## config.mk

```make
export PLATFORM = sky130hd
export DESIGN_NAME = mrb_cell
export DESIGN_NICKNAME = d
export VERILOG_FILES = /design/src/sv/mrb_pkg.sv /design/src/sv/mrb_cell.sv
export SDC_FILE = /design/constraint.sdc
export NUM_CORES = 1
export LEC_CHECK = 0
export BUFFER_PORTS_ARGS = -buffer_cell sky130_fd_sc_hd__buf_2
export CAP_MARGIN = 5
export CORE_MARGIN = 4
export CORE_UTILIZATION = 35
export DETAILED_ROUTE_END_ITERATION = 10
export GPL_TIMING_DRIVEN = 0
export PLACE_DENSITY_LB_ADDON = 0.15
export RECOVER_POWER = 100
export SKIP_CTS_REPAIR_TIMING = 1
export SYNTH_ARGS = -nofsm -noshare
export SYNTH_HDL_FRONTEND = slang
export SYNTH_SLANG_ARGS = --single-unit
```

## constraint.sdc

```tcl
create_clock -name clk_i -period 1.8 [get_ports clk_i]
set_input_delay 0.09 -clock clk_i [delete_from_list [all_inputs] [get_ports clk_i]]
set_output_delay 0.09 -clock clk_i [all_outputs]
set_load 0.05 [all_outputs]
```

## src/sv/mrb_pkg.sv

```systemverilog
// ----------------------------------------------------------------------------
// mrb_pkg
// sizes, codes, transaction types and saturation helpers of the resonator bank
// ----------------------------------------------------------------------------
`default_nettype none

package mrb_pkg;

  localparam int MAX_MODES = 64;
  localparam int MAX_PICKS = 4;
  localparam int FRAC_BITS = 24;
  localparam int NCOEF     = 6;

  localparam int MODE_W = (MAX_MODES > 1) ? $clog2(MAX_MODES) : 1;
  localparam int CNT_W  = $clog2(MAX_MODES + 1);
  localparam int WADR_W = (MAX_MODES * MAX_PICKS > 1) ? $clog2(MAX_MODES * MAX_PICKS) : 1;
  localparam int SUM_W  = 48 + CNT_W + 1;
  localparam int ACC_W  = (SUM_W > 56) ? SUM_W : 56;

  typedef enum logic [2:0] {
    SEL_A11, SEL_A12, SEL_A21, SEL_A22, SEL_B1, SEL_B2, SEL_ENABLE, SEL_PICK
  } coef_sel_e;

  typedef enum logic {
    CFG_ACTIVE_MODES, CFG_INPUT_GAIN
  } cfg_reg_e;

  typedef enum logic [2:0] {
    ST_IDLE, ST_SCAN, ST_OP, ST_WAIT, ST_SHIFT, ST_DONE
  } state_e;

  typedef enum logic [3:0] {
    OP_A11_D, OP_A12_V, OP_B1_P, OP_A21_D, OP_A22_V, OP_B2_P,
    OP_GAIN_W, OP_FORCE, OP_B1_PN, OP_B2_PN, OP_W_D, OP_W_V
  } op_e;

  typedef enum logic [2:0] {
    MUL_IDLE, MUL_PP0, MUL_PP1, MUL_PP2, MUL_PP3, MUL_RND, MUL_FIN
  } mul_ph_e;

  typedef struct packed {
    logic               req_type;
    logic [5:0]         mode_index;
    logic [2:0]         coef_sel;
    logic [1:0]         pick_index;
    logic signed [47:0] coef_value;
    logic signed [47:0] force_req;
  } in_item_t;

  typedef struct packed {
    logic signed [55:0] total_displ;
    logic signed [55:0] total_velo;
    logic signed [55:0] pick_displ;
    logic signed [55:0] pick_velo;
  } out_item_t;

  typedef struct packed {
    logic signed [47:0] displ;
    logic signed [47:0] velo;
    logic signed [47:0] force_p;
    logic               en;
  } mode_state_t;

  typedef struct packed {
    logic shift;
    logic clear;
    logic en_we;
    logic en_val;
  } cell_ctl_t;

  function automatic logic signed [47:0] sat48(input logic signed [49:0] x);
    logic signed [47:0] r;
    if ((&x[49:47]) || (~|x[49:47])) begin
      r = x[47:0];
    end else if (x[49]) begin
      r = {1'b1, 47'b0};
    end else begin
      r = {1'b0, {47{1'b1}}};
    end
    return r;
  endfunction

  function automatic logic signed [55:0] sat_out(input logic signed [ACC_W-1:0] x);
    logic signed [55:0] r;
    if ((&x[ACC_W-1:55]) || (~|x[ACC_W-1:55])) begin
      r = x[55:0];
    end else if (x[ACC_W-1]) begin
      r = {1'b1, 55'b0};
    end else begin
      r = {1'b0, {55{1'b1}}};
    end
    return r;
  endfunction

endpackage

`default_nettype wire

```

## src/sv/mrb_cell.sv

```systemverilog
// ----------------------------------------------------------------------------
// mrb_cell
// one ring cell: displacement, velocity, pending force and enable of a mode
// ----------------------------------------------------------------------------
`default_nettype none

module mrb_cell import mrb_pkg::*; (
  input  wire logic        clk_i,
  input  wire logic        rst_ni,
  input  wire cell_ctl_t   ctl_i,
  input  wire mode_state_t shift_in_i,
  output mode_state_t      state_o
);

  mode_state_t state_q, state_d;

  always_comb begin
    state_d = state_q;
    if (ctl_i.shift) begin
      state_d = shift_in_i;
    end else begin
      if (ctl_i.clear) begin
        state_d.displ   = '0;
        state_d.velo    = '0;
        state_d.force_p = '0;
      end
      if (ctl_i.en_we) begin
        state_d.en = ctl_i.en_val;
      end
    end
  end

  always_ff @(posedge clk_i or negedge rst_ni) begin
    if (!rst_ni) begin
      state_q <= '0;
    end else begin
      state_q <= state_d;
    end
  end

  assign state_o = state_q;

endmodule

`default_nettype wire

```

==> impl_metrics.py <==
metrics = {
    "placement": {
        "gp_congestion": 0.818,
        "hpwl_um": 11700,
        "dp_cells": 800,
        "dpl_cell_area_um2": 6810,
        "io_buffers": 295,
    },
    "die": {
        "core_um2": 14000,
        "die_area_um2": 16500,
        "start_util": 0.361,
        "io_pins": 296,
        "die_x_um": 128,
        "die_h_um": 128,
        "num_rows": 43,
    },
    "synthesis": {
        "syn_nets": 475,
        "synth_common_cells": "145 x dfrtp_1, 144 x a22o_1, 24 x buf_2",
        "synth_seq_cells": 145,
        "synth_edf_count": 0,
        "synth.distinct_cells": 10,
        "synth_cells": 324,
        "yosysMostFrequentCell": "dfrtp_1",
        "avgSynthCellArea_um2": 15.6,
        "yosys_most_used_dff": "dfrtp_1",
        "seq_area_frac_synth": 0.716,
        "synth_async_sr_flop_share": 1.00,
        "synthTopCellsByArea": "dfrtp_1 72%, a22o_1 25%, buf_2 2.4%",
        "yosysTopAreaCell": "dfrtp_1",
        "syn_area_um2": 5070,
        "netlist.area_leader.share": 0.716,
        "yosys_warnings": 0,
    },
    "worst_setup_path": {
        "worstPathArrival_ns": 1.32,
        "path_class": "flop to output port",
        "crit_path_max_incr_delay_ns": 0.54,
        "cp_num_buf_inv": 1,
        "crit_required_ns": 1.71,
        "cp-start-kind": "flop",
        "crit_family": "buffers and inverters",
        "rr_startpoint": "state_o[0]$_DFFE_PN0P_",
        "worstReg2RegEnd": "state_o[0]$_DFFE_PN0P_",
        "crit_chain": "clkbuf_1",
        "crit_path_end_kind": "output port",
        "crit_slowest_cell": "clkbuf_1",
        "worstPathMaxFanout": 2,
        "reg2reg_depth": 2,
        "crit_path_start": "state_o[96]$_DFFE_PN0P_",
        "rrSetupSlack_ns": 1.03,
    },
    "job": {
        "cap_violations": 0,
    },
    "cells_and_area": {
        "fillers": 1153,
        "largest_reg_flops": 145,
        "seqCellArea_um2": 3630,
        "nets": 936,
        "instances_no_fill": 979,
        "layout-area-overhead-vs-synth_pct": 71.4,
        "multiInputGateArea_um2": 1280,
        "layout-drive-gt1-share": 0.256,
        "final_area_um2": 8690,
    },
    "drt": {
        "drt_pre_antenna_iters": 4,
        "vias": 4764,
        "drc_errors": 0,
        "wl_per_cell_um": 17.9,
        "routed_via_density": 4.87,
        "drt-total-wl_um": 17600,
        "drt_iter0_markers": 166,
        "ant_nets": 0,
    },
    "clock_network": {
        "cts.sinks": 145,
        "clk_path_buf_depth": 2,
        "clk_latency_ns": 0.41,
        "htree_num_levels": 4,
        "cts_tree": "done",
        "clkTransAtPathRegs_ns": 0.06,
        "numCtsBuffers": 17,
        "clockRootBuffer": "clkbuf_16",
    },
    "timing": {
        "fmax_ghz": 0.710,
        "rsz0062_at_grt": "no",
        "finalHoldViolCount": 0,
        "slew_viol_final": 0,
        "skew_ns": 0,
        "tightest_slew_ns": 0.939,
        "period_needed_ns": 1.41,
        "max_slew_margin": 0.374,
        "finalSetupViolations": 0,
        "finalCritPeriodShare": 0.782,
    },
    "min_path": {
        "hold_end": "state_o[0]$_DFFE_PN0P_",
        "hold_depth": 3,
        "min_path_type": "primary input to flop",
        "min_from": "ctl_i[1]",
    },
    "global_routing": {
        "grt_pass1_wl_um": 23800,
        "grt_use_total": 0.188,
        "grt_max_degree": 79,
        "antenna_found_initial": 0,
        "overflow": 0,
        "grt_pass1_vias": 4324,
    },
    "power": {
        "powerDensity_nw_per_um2": 1060,
        "p_leak_uw": 0.00412,
        "vdd_drop_max_mv": 0.594,
    },
    "outcome": {
        "status": "finished, final reports clean",
    },
}
cells in the final DEF (no fill, tap or decap):
master / synthesis / final
clkbuf_1: 1 / 154
nand2_1: 1 / 1
nor2_1: 0 / 1
dfrtp_1: 145 / 145
clkbuf_8: 0 / 4
buf_4: 1 / 1
clkinv_2: 0 / 2
clkinvlp_4: 0 / 4
buf_2: 24 / 171
o21ai_0: 1 / 1
dlygate4sd3_1: 0 / 146
clkbuf_4: 0 / 1
clkbuf_16: 0 / 17
mux2i_1: 1 / 1
a22o_1: 144 / 144
bufinv_16: 0 / 3
buf_16: 0 / 1
diode_2: 0 / 2
worst max-delay path by stage:
stage                                    endpoint  slack, ns  depth (start not counted)
after floorplan            state_o[0]$_DFFE_PN0P_       0.86                          2
after global placement    state_o[88]$_DFFE_PN0P_      -1.32                          1
after detailed placement  state_o[76]$_DFFE_PN0P_       0.52                          5
after CTS                            state_o[123]       0.62                          1
after global routing       state_o[1]$_DFFE_PN0P_       0.29                          3
final                                 state_o[96]       0.39                          1
per-layer routing:
metal | track usage | part of all wire
met1 | 0.229 | 0.40
met2 | 0.302 | 0.50
met3 | 0.0726 | 0.077
met4 | 0.0755 | 0.025
met5 | 0 | 0
layout make-up:
cell class / instances / share of cell area
Buffer: 31 / 0.0171
Antenna cell: 2 / 0.000576
Clock inverter: 9 / 0.0150
Multi-Input combinational cell: 148 / 0.148
Sequential cell: 145 / 0.418
Timing Repair Buffer: 442 / 0.320
Tap cell: 180 / 0.0259
Clock buffer: 22 / 0.0557
report_power, final:
part / leakage, uW / switching, uW / internal, uW
registers: 0.00183 / 138 / 3500
logic: 0.00200 / 1320 / 619
clock network: 0.000290 / 1320 / 2310
kinds of logic after synthesis:
| group | count (synthesis) | synth area share |
|---|---|---|
| flops | 145 | 0.716 |
| buf+inv | 31 | 0.0296 |
| mux | 1 | 0.00197 |
| simple gates | 2 | 0.00296 |
| compound gates | 145 | 0.250 |
metrics by stage:
step | hold WS [ns] | util | setup slack, ns | TNS (ns) | power (uW)
after detailed placement | 0.135 | 0.485 | 0.519 | 0 | 5440
after floorplan | -0.206 | - | 0.865 | 0 | 4830
final | 0.0318 | 0.619 | 0.392 | 0 | 9210
after global placement | 0.317 | 0.482 | -1.32 | -189.45 | 5400
after CTS | -0.312 | 0.528 | 0.615 | 0 | 9090
after global routing | 0.0497 | 0.619 | 0.295 | 0 | 9540
(Power assumes the default switching activity.)
