**config.mk**
```make
export PLATFORM = sky130hd
export DESIGN_NAME = mrb_qmul
export DESIGN_NICKNAME = d
export VERILOG_FILES = /design/src/sv/mrb_pkg.sv /design/src/sv/mrb_qmul.sv
export SDC_FILE = /design/constraint.sdc
export NUM_CORES = 2
export LEC_CHECK = 0
export BUFFER_PORTS_ARGS = -buffer_cell sky130_fd_sc_hd__buf_2
export CORE_ASPECT_RATIO = 1.25
export CORE_MARGIN = 2
export CORE_UTILIZATION = 40
export CTS_BUF_LIST = sky130_fd_sc_hd__clkbuf_8 sky130_fd_sc_hd__clkbuf_16
export DETAILED_ROUTE_END_ITERATION = 7
export HOLD_SLACK_MARGIN = 0.12
export PLACE_DENSITY = 0.53
export SLEW_MARGIN = 20
export SYNTH_ARGS = -nofsm -noshare
export SYNTH_HDL_FRONTEND = slang
export SYNTH_SLANG_ARGS = --single-unit
```
**constraint.sdc**
```tcl
create_clock -name clk_i -period 13.7 [get_ports clk_i]
set_input_delay 0.685 -clock clk_i [delete_from_list [all_inputs] [get_ports clk_i]]
set_output_delay 0.685 -clock clk_i [all_outputs]
set_load 0.01 [all_outputs]
```
**src/sv/mrb_pkg.sv**
```systemverilog
// ----------------------------------------------------------------------------
// mrb_pkg
// sizes, codes, transaction types and saturation helpers of the resonator bank
// ----------------------------------------------------------------------------
`default_nettype none

package mrb_pkg;

  localparam int MAX_MODES = 64;
  localparam int MAX_PICKS = 4;
  localparam int FRAC_BITS = 24;
  localparam int NCOEF     = 6;

  localparam int MODE_W = (MAX_MODES > 1) ? $clog2(MAX_MODES) : 1;
  localparam int CNT_W  = $clog2(MAX_MODES + 1);
  localparam int WADR_W = (MAX_MODES * MAX_PICKS > 1) ? $clog2(MAX_MODES * MAX_PICKS) : 1;
  localparam int SUM_W  = 48 + CNT_W + 1;
  localparam int ACC_W  = (SUM_W > 56) ? SUM_W : 56;

  typedef enum logic [2:0] {
    SEL_A11, SEL_A12, SEL_A21, SEL_A22, SEL_B1, SEL_B2, SEL_ENABLE, SEL_PICK
  } coef_sel_e;

  typedef enum logic {
    CFG_ACTIVE_MODES, CFG_INPUT_GAIN
  } cfg_reg_e;

  typedef enum logic [2:0] {
    ST_IDLE, ST_SCAN, ST_OP, ST_WAIT, ST_SHIFT, ST_DONE
  } state_e;

  typedef enum logic [3:0] {
    OP_A11_D, OP_A12_V, OP_B1_P, OP_A21_D, OP_A22_V, OP_B2_P,
    OP_GAIN_W, OP_FORCE, OP_B1_PN, OP_B2_PN, OP_W_D, OP_W_V
  } op_e;

  typedef enum logic [2:0] {
    MUL_IDLE, MUL_PP0, MUL_PP1, MUL_PP2, MUL_PP3, MUL_RND, MUL_FIN
  } mul_ph_e;

  typedef struct packed {
    logic               req_type;
    logic [5:0]         mode_index;
    logic [2:0]         coef_sel;
    logic [1:0]         pick_index;
    logic signed [47:0] coef_value;
    logic signed [47:0] force_req;
  } in_item_t;

  typedef struct packed {
    logic signed [55:0] total_displ;
    logic signed [55:0] total_velo;
    logic signed [55:0] pick_displ;
    logic signed [55:0] pick_velo;
  } out_item_t;

  typedef struct packed {
    logic signed [47:0] displ;
    logic signed [47:0] velo;
    logic signed [47:0] force_p;
    logic               en;
  } mode_state_t;

  typedef struct packed {
    logic shift;
    logic clear;
    logic en_we;
    logic en_val;
  } cell_ctl_t;

  function automatic logic signed [47:0] sat48(input logic signed [49:0] x);
    logic signed [47:0] r;
    if ((&x[49:47]) || (~|x[49:47])) begin
      r = x[47:0];
    end else if (x[49]) begin
      r = {1'b1, 47'b0};
    end else begin
      r = {1'b0, {47{1'b1}}};
    end
    return r;
  endfunction

  function automatic logic signed [55:0] sat_out(input logic signed [ACC_W-1:0] x);
    logic signed [55:0] r;
    if ((&x[ACC_W-1:55]) || (~|x[ACC_W-1:55])) begin
      r = x[55:0];
    end else if (x[ACC_W-1]) begin
      r = {1'b1, 55'b0};
    end else begin
      r = {1'b0, {55{1'b1}}};
    end
    return r;
  endfunction

endpackage

`default_nettype wire

```
**src/sv/mrb_qmul.sv**
```systemverilog
// ----------------------------------------------------------------------------
// mrb_qmul
// iterative fixed point multiply: four 24x24 partial products, rounding to
// nearest with ties away from zero, saturation to 48 bits
// ----------------------------------------------------------------------------
`default_nettype none

module mrb_qmul import mrb_pkg::*; (
  input  wire logic               clk_i,
  input  wire logic               rst_ni,
  input  wire logic               start_i,
  input  wire logic signed [47:0] a_i,
  input  wire logic signed [47:0] b_i,
  output logic                    done_o,
  output logic signed [47:0]      res_o
);

  mul_ph_e            ph_q, ph_d;
  logic [47:0]        ma_q, mb_q;
  logic               neg_q;
  logic [95:0]        acc_q;
  logic signed [47:0] res_q, res_d;
  logic               done_q;

  logic [23:0] ah, bh;
  logic [47:0] pp;
  logic [6:0]  sh;
  logic [95:0] pp_sh;
  logic [95:0] q;
  logic [47:0] lim, mag_r;

  always_comb begin
    ph_d = ph_q;
    unique case (ph_q)
      MUL_IDLE: if (start_i) ph_d = MUL_PP0;
      MUL_PP0:  ph_d = MUL_PP1;
      MUL_PP1:  ph_d = MUL_PP2;
      MUL_PP2:  ph_d = MUL_PP3;
      MUL_PP3:  ph_d = MUL_RND;
      MUL_RND:  ph_d = MUL_FIN;
      MUL_FIN:  ph_d = MUL_IDLE;
      default:  ph_d = MUL_IDLE;
    endcase
  end

  always_comb begin
    ah = ma_q[23:0];
    bh = mb_q[23:0];
    sh = 7'd0;
    case (ph_q)
      MUL_PP1: begin
        bh = mb_q[47:24];
        sh = 7'd24;
      end
      MUL_PP2: begin
        ah = ma_q[47:24];
        sh = 7'd24;
      end
      MUL_PP3: begin
        ah = ma_q[47:24];
        bh = mb_q[47:24];
        sh = 7'd48;
      end
      default: ;
    endcase
    pp    = ah * bh;
    pp_sh = 96'(pp) << sh;
    q     = acc_q >> FRAC_BITS;
    lim   = neg_q ? {1'b1, 47'b0} : {1'b0, {47{1'b1}}};
    mag_r = (q > 96'(lim)) ? lim : q[47:0];
    res_d = neg_q ? -$signed(mag_r) : $signed(mag_r);
  end

  always_ff @(posedge clk_i or negedge rst_ni) begin
    if (!rst_ni) begin
      ph_q   <= MUL_IDLE;
      done_q <= 1'b0;
    end else begin
      ph_q   <= ph_d;
      done_q <= (ph_q == MUL_FIN);
    end
  end

  always_ff @(posedge clk_i) begin
    if (ph_q == MUL_IDLE && start_i) begin
      ma_q  <= a_i[47] ? 48'(-a_i) : 48'(a_i);
      mb_q  <= b_i[47] ? 48'(-b_i) : 48'(b_i);
      neg_q <= a_i[47] ^ b_i[47];
      acc_q <= '0;
    end else if (ph_q == MUL_PP0 || ph_q == MUL_PP1 || ph_q == MUL_PP2 ||
                 ph_q == MUL_PP3) begin
      acc_q <= acc_q + pp_sh;
    end else if (ph_q == MUL_RND) begin
      acc_q <= acc_q + (96'(1) << (FRAC_BITS - 1));
    end else if (ph_q == MUL_FIN) begin
      res_q <= res_d;
    end
  end

  assign done_o = done_q;
  assign res_o  = res_q;

endmodule

`default_nettype wire

```
==> results_dict.tcl <==
set metrics [dict create \
    vias_per_cell 5.75 \
    fin_crit_ns 13.22 \
    die_h_um 357 \
    grt_pass1_vias 35833 \
    die-area_um2 102000 \
    cts_root_buffer "clkbuf_16" \
    grt_overflow 0 \
    groute.usage.overall 0.299 \
    hold_class "in -> reg" \
    status "completed" \
    async_flop_share 0.0163 \
    relSlewSlack 0.279 \
    tns_ns 0 \
    area_growth_pct 8.89 \
    rr_startpoint "ph_q[2]" \
    critPathLaunchType "flop" \
    path_buf_inv 7 \
    postPlaceCellArea_um2 42200 \
    clk_pin_slew_worst_paths_ns 0.06 \
    wl_met2_um 76400 \
    num_rows 129 \
    postCtsSetupRepairBufs 0 \
    yosysWarnings 0 \
    cp.depth 41 \
    layout-drive-gt1-share 0.0859 \
    grt_max_degree 78 \
    cp-startpoint "ph_q[2]" \
    max-clock-path-buffers 3 \
    syn_area_per_cell_um2 8.20 \
    totalWireLength_um 153000 \
    cts_buffers 34 \
    drtPass1Iterations 5 \
    crit_family "adder cells" \
    max_stage_delay_ns 0.72 \
    yosys_most_used_dff "edfxtp_1" \
    ys_seq_elements 245 \
    routed-via-count 35795 \
    drtIter0Drc 2617 \
    finalHoldViolCount 0 \
    wirelength_met1_um 57500 \
    synthCells 4851 \
    syn-num-nets 5754 \
    crit_top_cell "fa_1" \
    tightest_slew_ns 1.06 \
    endpoint "acc_q[95]" \
    finalCritPeriodShare 0.965 \
    cap_violations 0 \
    synth_area_um2 39800 \
    fin_area_um2 43300 \
    h-tree-depth 2 \
    crit_path_end_kind "flop" \
    final_common_cell "inv_1" \
    critPathKind "reg -> reg" \
    r2r_setup_slack_ns 0.48 \
    cp.required_ns 14.17 \
    finalMaxSlewViolations 0 \
    place.detailed.hpwl_um 123000 \
    coreArea_um2 98800 \
    antenna_found_initial 4 \
    rsz0062_at_grt "no" \
    finalSetupViolCount 0 \
    place.gp.congestion 1.00 \
    floorplan.initialDensity 0.403 \
    rr_endpoint "acc_q[95]" \
    cts.sinks 245 \
    crit_arrival_ns 13.69 \
    drtAntennaViolNets 0 \
    top_layer_used "met5" \
    crit_fanout 21 \
    cts_tree "done" \
    synth_edf_count 145 \
    fin_ws_ns 0.485 \
    port_buffers 147 \
    max_freq_ghz 0.0757 \
    wl_met3_um 8990 \
    pre_cts_slack_ns 0.587 \
    synthDistinctLibCells 74 \
    layout_common_cells "616 x inv_1, 613 x nand2_1, 492 x nor2_1" \
    worstSkewPairLatency_ns 0.59 \
    final_nets 5793 \
    slowest_stage "dfrtp_1" \
    skew_ns 0.0237 \
    synth_seq_area_share 0.160 \
    ioPinCount 148 \
    drcViolationCount 0 \
    die_x_um 286 \
    grt_pass1_wl_um 228000 \
    r2r_cells 41 \
    wl_per_cell_um 24.6 \
]
worst min path at each step:
stage	start	end	slack [ns]	cells after the start
4_1_cts	b_i[0]	mb_q[0]	0.28	1
5_1_grt	b_i[0]	mb_q[0]	0.30	1
3_3_place_gp	acc_q[21]	acc_q[21]	0.44	2
6_report	b_i[0]	mb_q[0]	0.32	1
2_1_floorplan	rst_ni	done_o	0.39	0
3_5_place_dp	acc_q[21]	acc_q[21]	0.45	2
synthesized netlist by cell type, types with 19 or more instances:
library cell | count | area [um^2]
nand2_1 | 614 | 2300
inv_1 | 613 | 2300
nor2_1 | 496 | 1860
fa_1 | 483 | 9670
ha_1 | 321 | 4020
a21oi_1 | 274 | 1370
o21ai_0 | 271 | 1360
clkbuf_1 | 249 | 935
xnor2_1 | 183 | 1600
edfxtp_1 | 145 | 4350
dfxtp_1 | 96 | 1920
nand3_1 | 89 | 445
a21o_1 | 83 | 623
nor3_1 | 69 | 345
nand4_1 | 65 | 407
xor2_1 | 65 | 569
mux2_2 | 46 | 518
mux2i_1 | 44 | 440
o22ai_1 | 44 | 275
a31oi_1 | 39 | 244
and3_1 | 39 | 244
o21bai_1 | 37 | 278
o31ai_1 | 34 | 255
nand2b_1 | 32 | 200
nor4_1 | 31 | 194
or3_1 | 30 | 188
nor2b_1 | 28 | 175
a22oi_1 | 26 | 195
and2_1 | 26 | 163
o221ai_1 | 22 | 193
a211oi_1 | 19 | 143
o21a_1 | 19 | 143
o41ai_1 | 19 | 166
stage by stage:
stage / hold slack (ns) / util / cells
CTS: 0.284 / 0.439 / 6225
detailed placement: 0.452 / 0.427 / 6163
global route: 0.296 / 0.439 / 6225
floorplan: 0.389 / - / 4851
global placement: 0.445 / 0.427 / 6163
finish: 0.315 / 0.439 / 6226
cell type report:
type / count / area (um^2)
Multi-Input combinational cell: 3724 / 30200
Timing Repair Buffer: 270 / 1660
Tap cell: 1310 / 1640
Antenna cell: 1 / 2.50
Clock buffer: 39 / 942
Sequential cell: 245 / 6380
Clock inverter: 22 / 195
Fill cell: 10098 / 55400
Inverter: 615 / 2310
registers in the layout (all words and copies together) (netlist names):
| register | count |
|---|---|
| mb_q | 48 |
| neg_q | 1 |
| ph_q | 3 |
| ma_q | 48 |
| res_o | 48 |
| acc_q | 96 |
| done_o | 1 |
cells by family (layout without fill, tap and decap cells):
kind of cell               after synthesis  after routing  share of synthesized area
and+or+nand+nor                       1583           1583                      0.177
other                                    0              1                          0
AOI/OAI and AO/OA                      999            999                      0.157
muxes                                   90             90                     0.0241
xor gates and xnor gates               248            248                     0.0546
adders and majority gates              804            804                      0.344
buffers and inverters                  882            946                     0.0833
DFF                                    245            245                      0.160
worst reg2reg max path: cells and delay by family, from the launching register on:
family | cells | cell delay, ns
buf+inv | 7 | 0.87
xor+xnor | 2 | 0.52
compound gates | 11 | 3.35
mux | 1 | 0.55
simple gates | 11 | 2.49
fa+ha+maj | 9 | 4.59
flops | 1 | 0.72
what timing repair did:
action                                  4_1_cts  5_1_grt
hold endpoints to repair                      4        0
gates resized for setup                       0        2
endpoints found under the setup margin        0        3
hold buffers                                  1        0
layer usage:
layer / vias to the layer above / GRT usage
met4: 4 / 0.171
met3: 376 / 0.0439
met2: 1254 / 0.526
li1: 16376 / -
met5: - / 0
met1: 17785 / 0.346
Power is not shown: default switching activity piles up to over one toggle a cycle in this logic, so the estimate is an artifact.
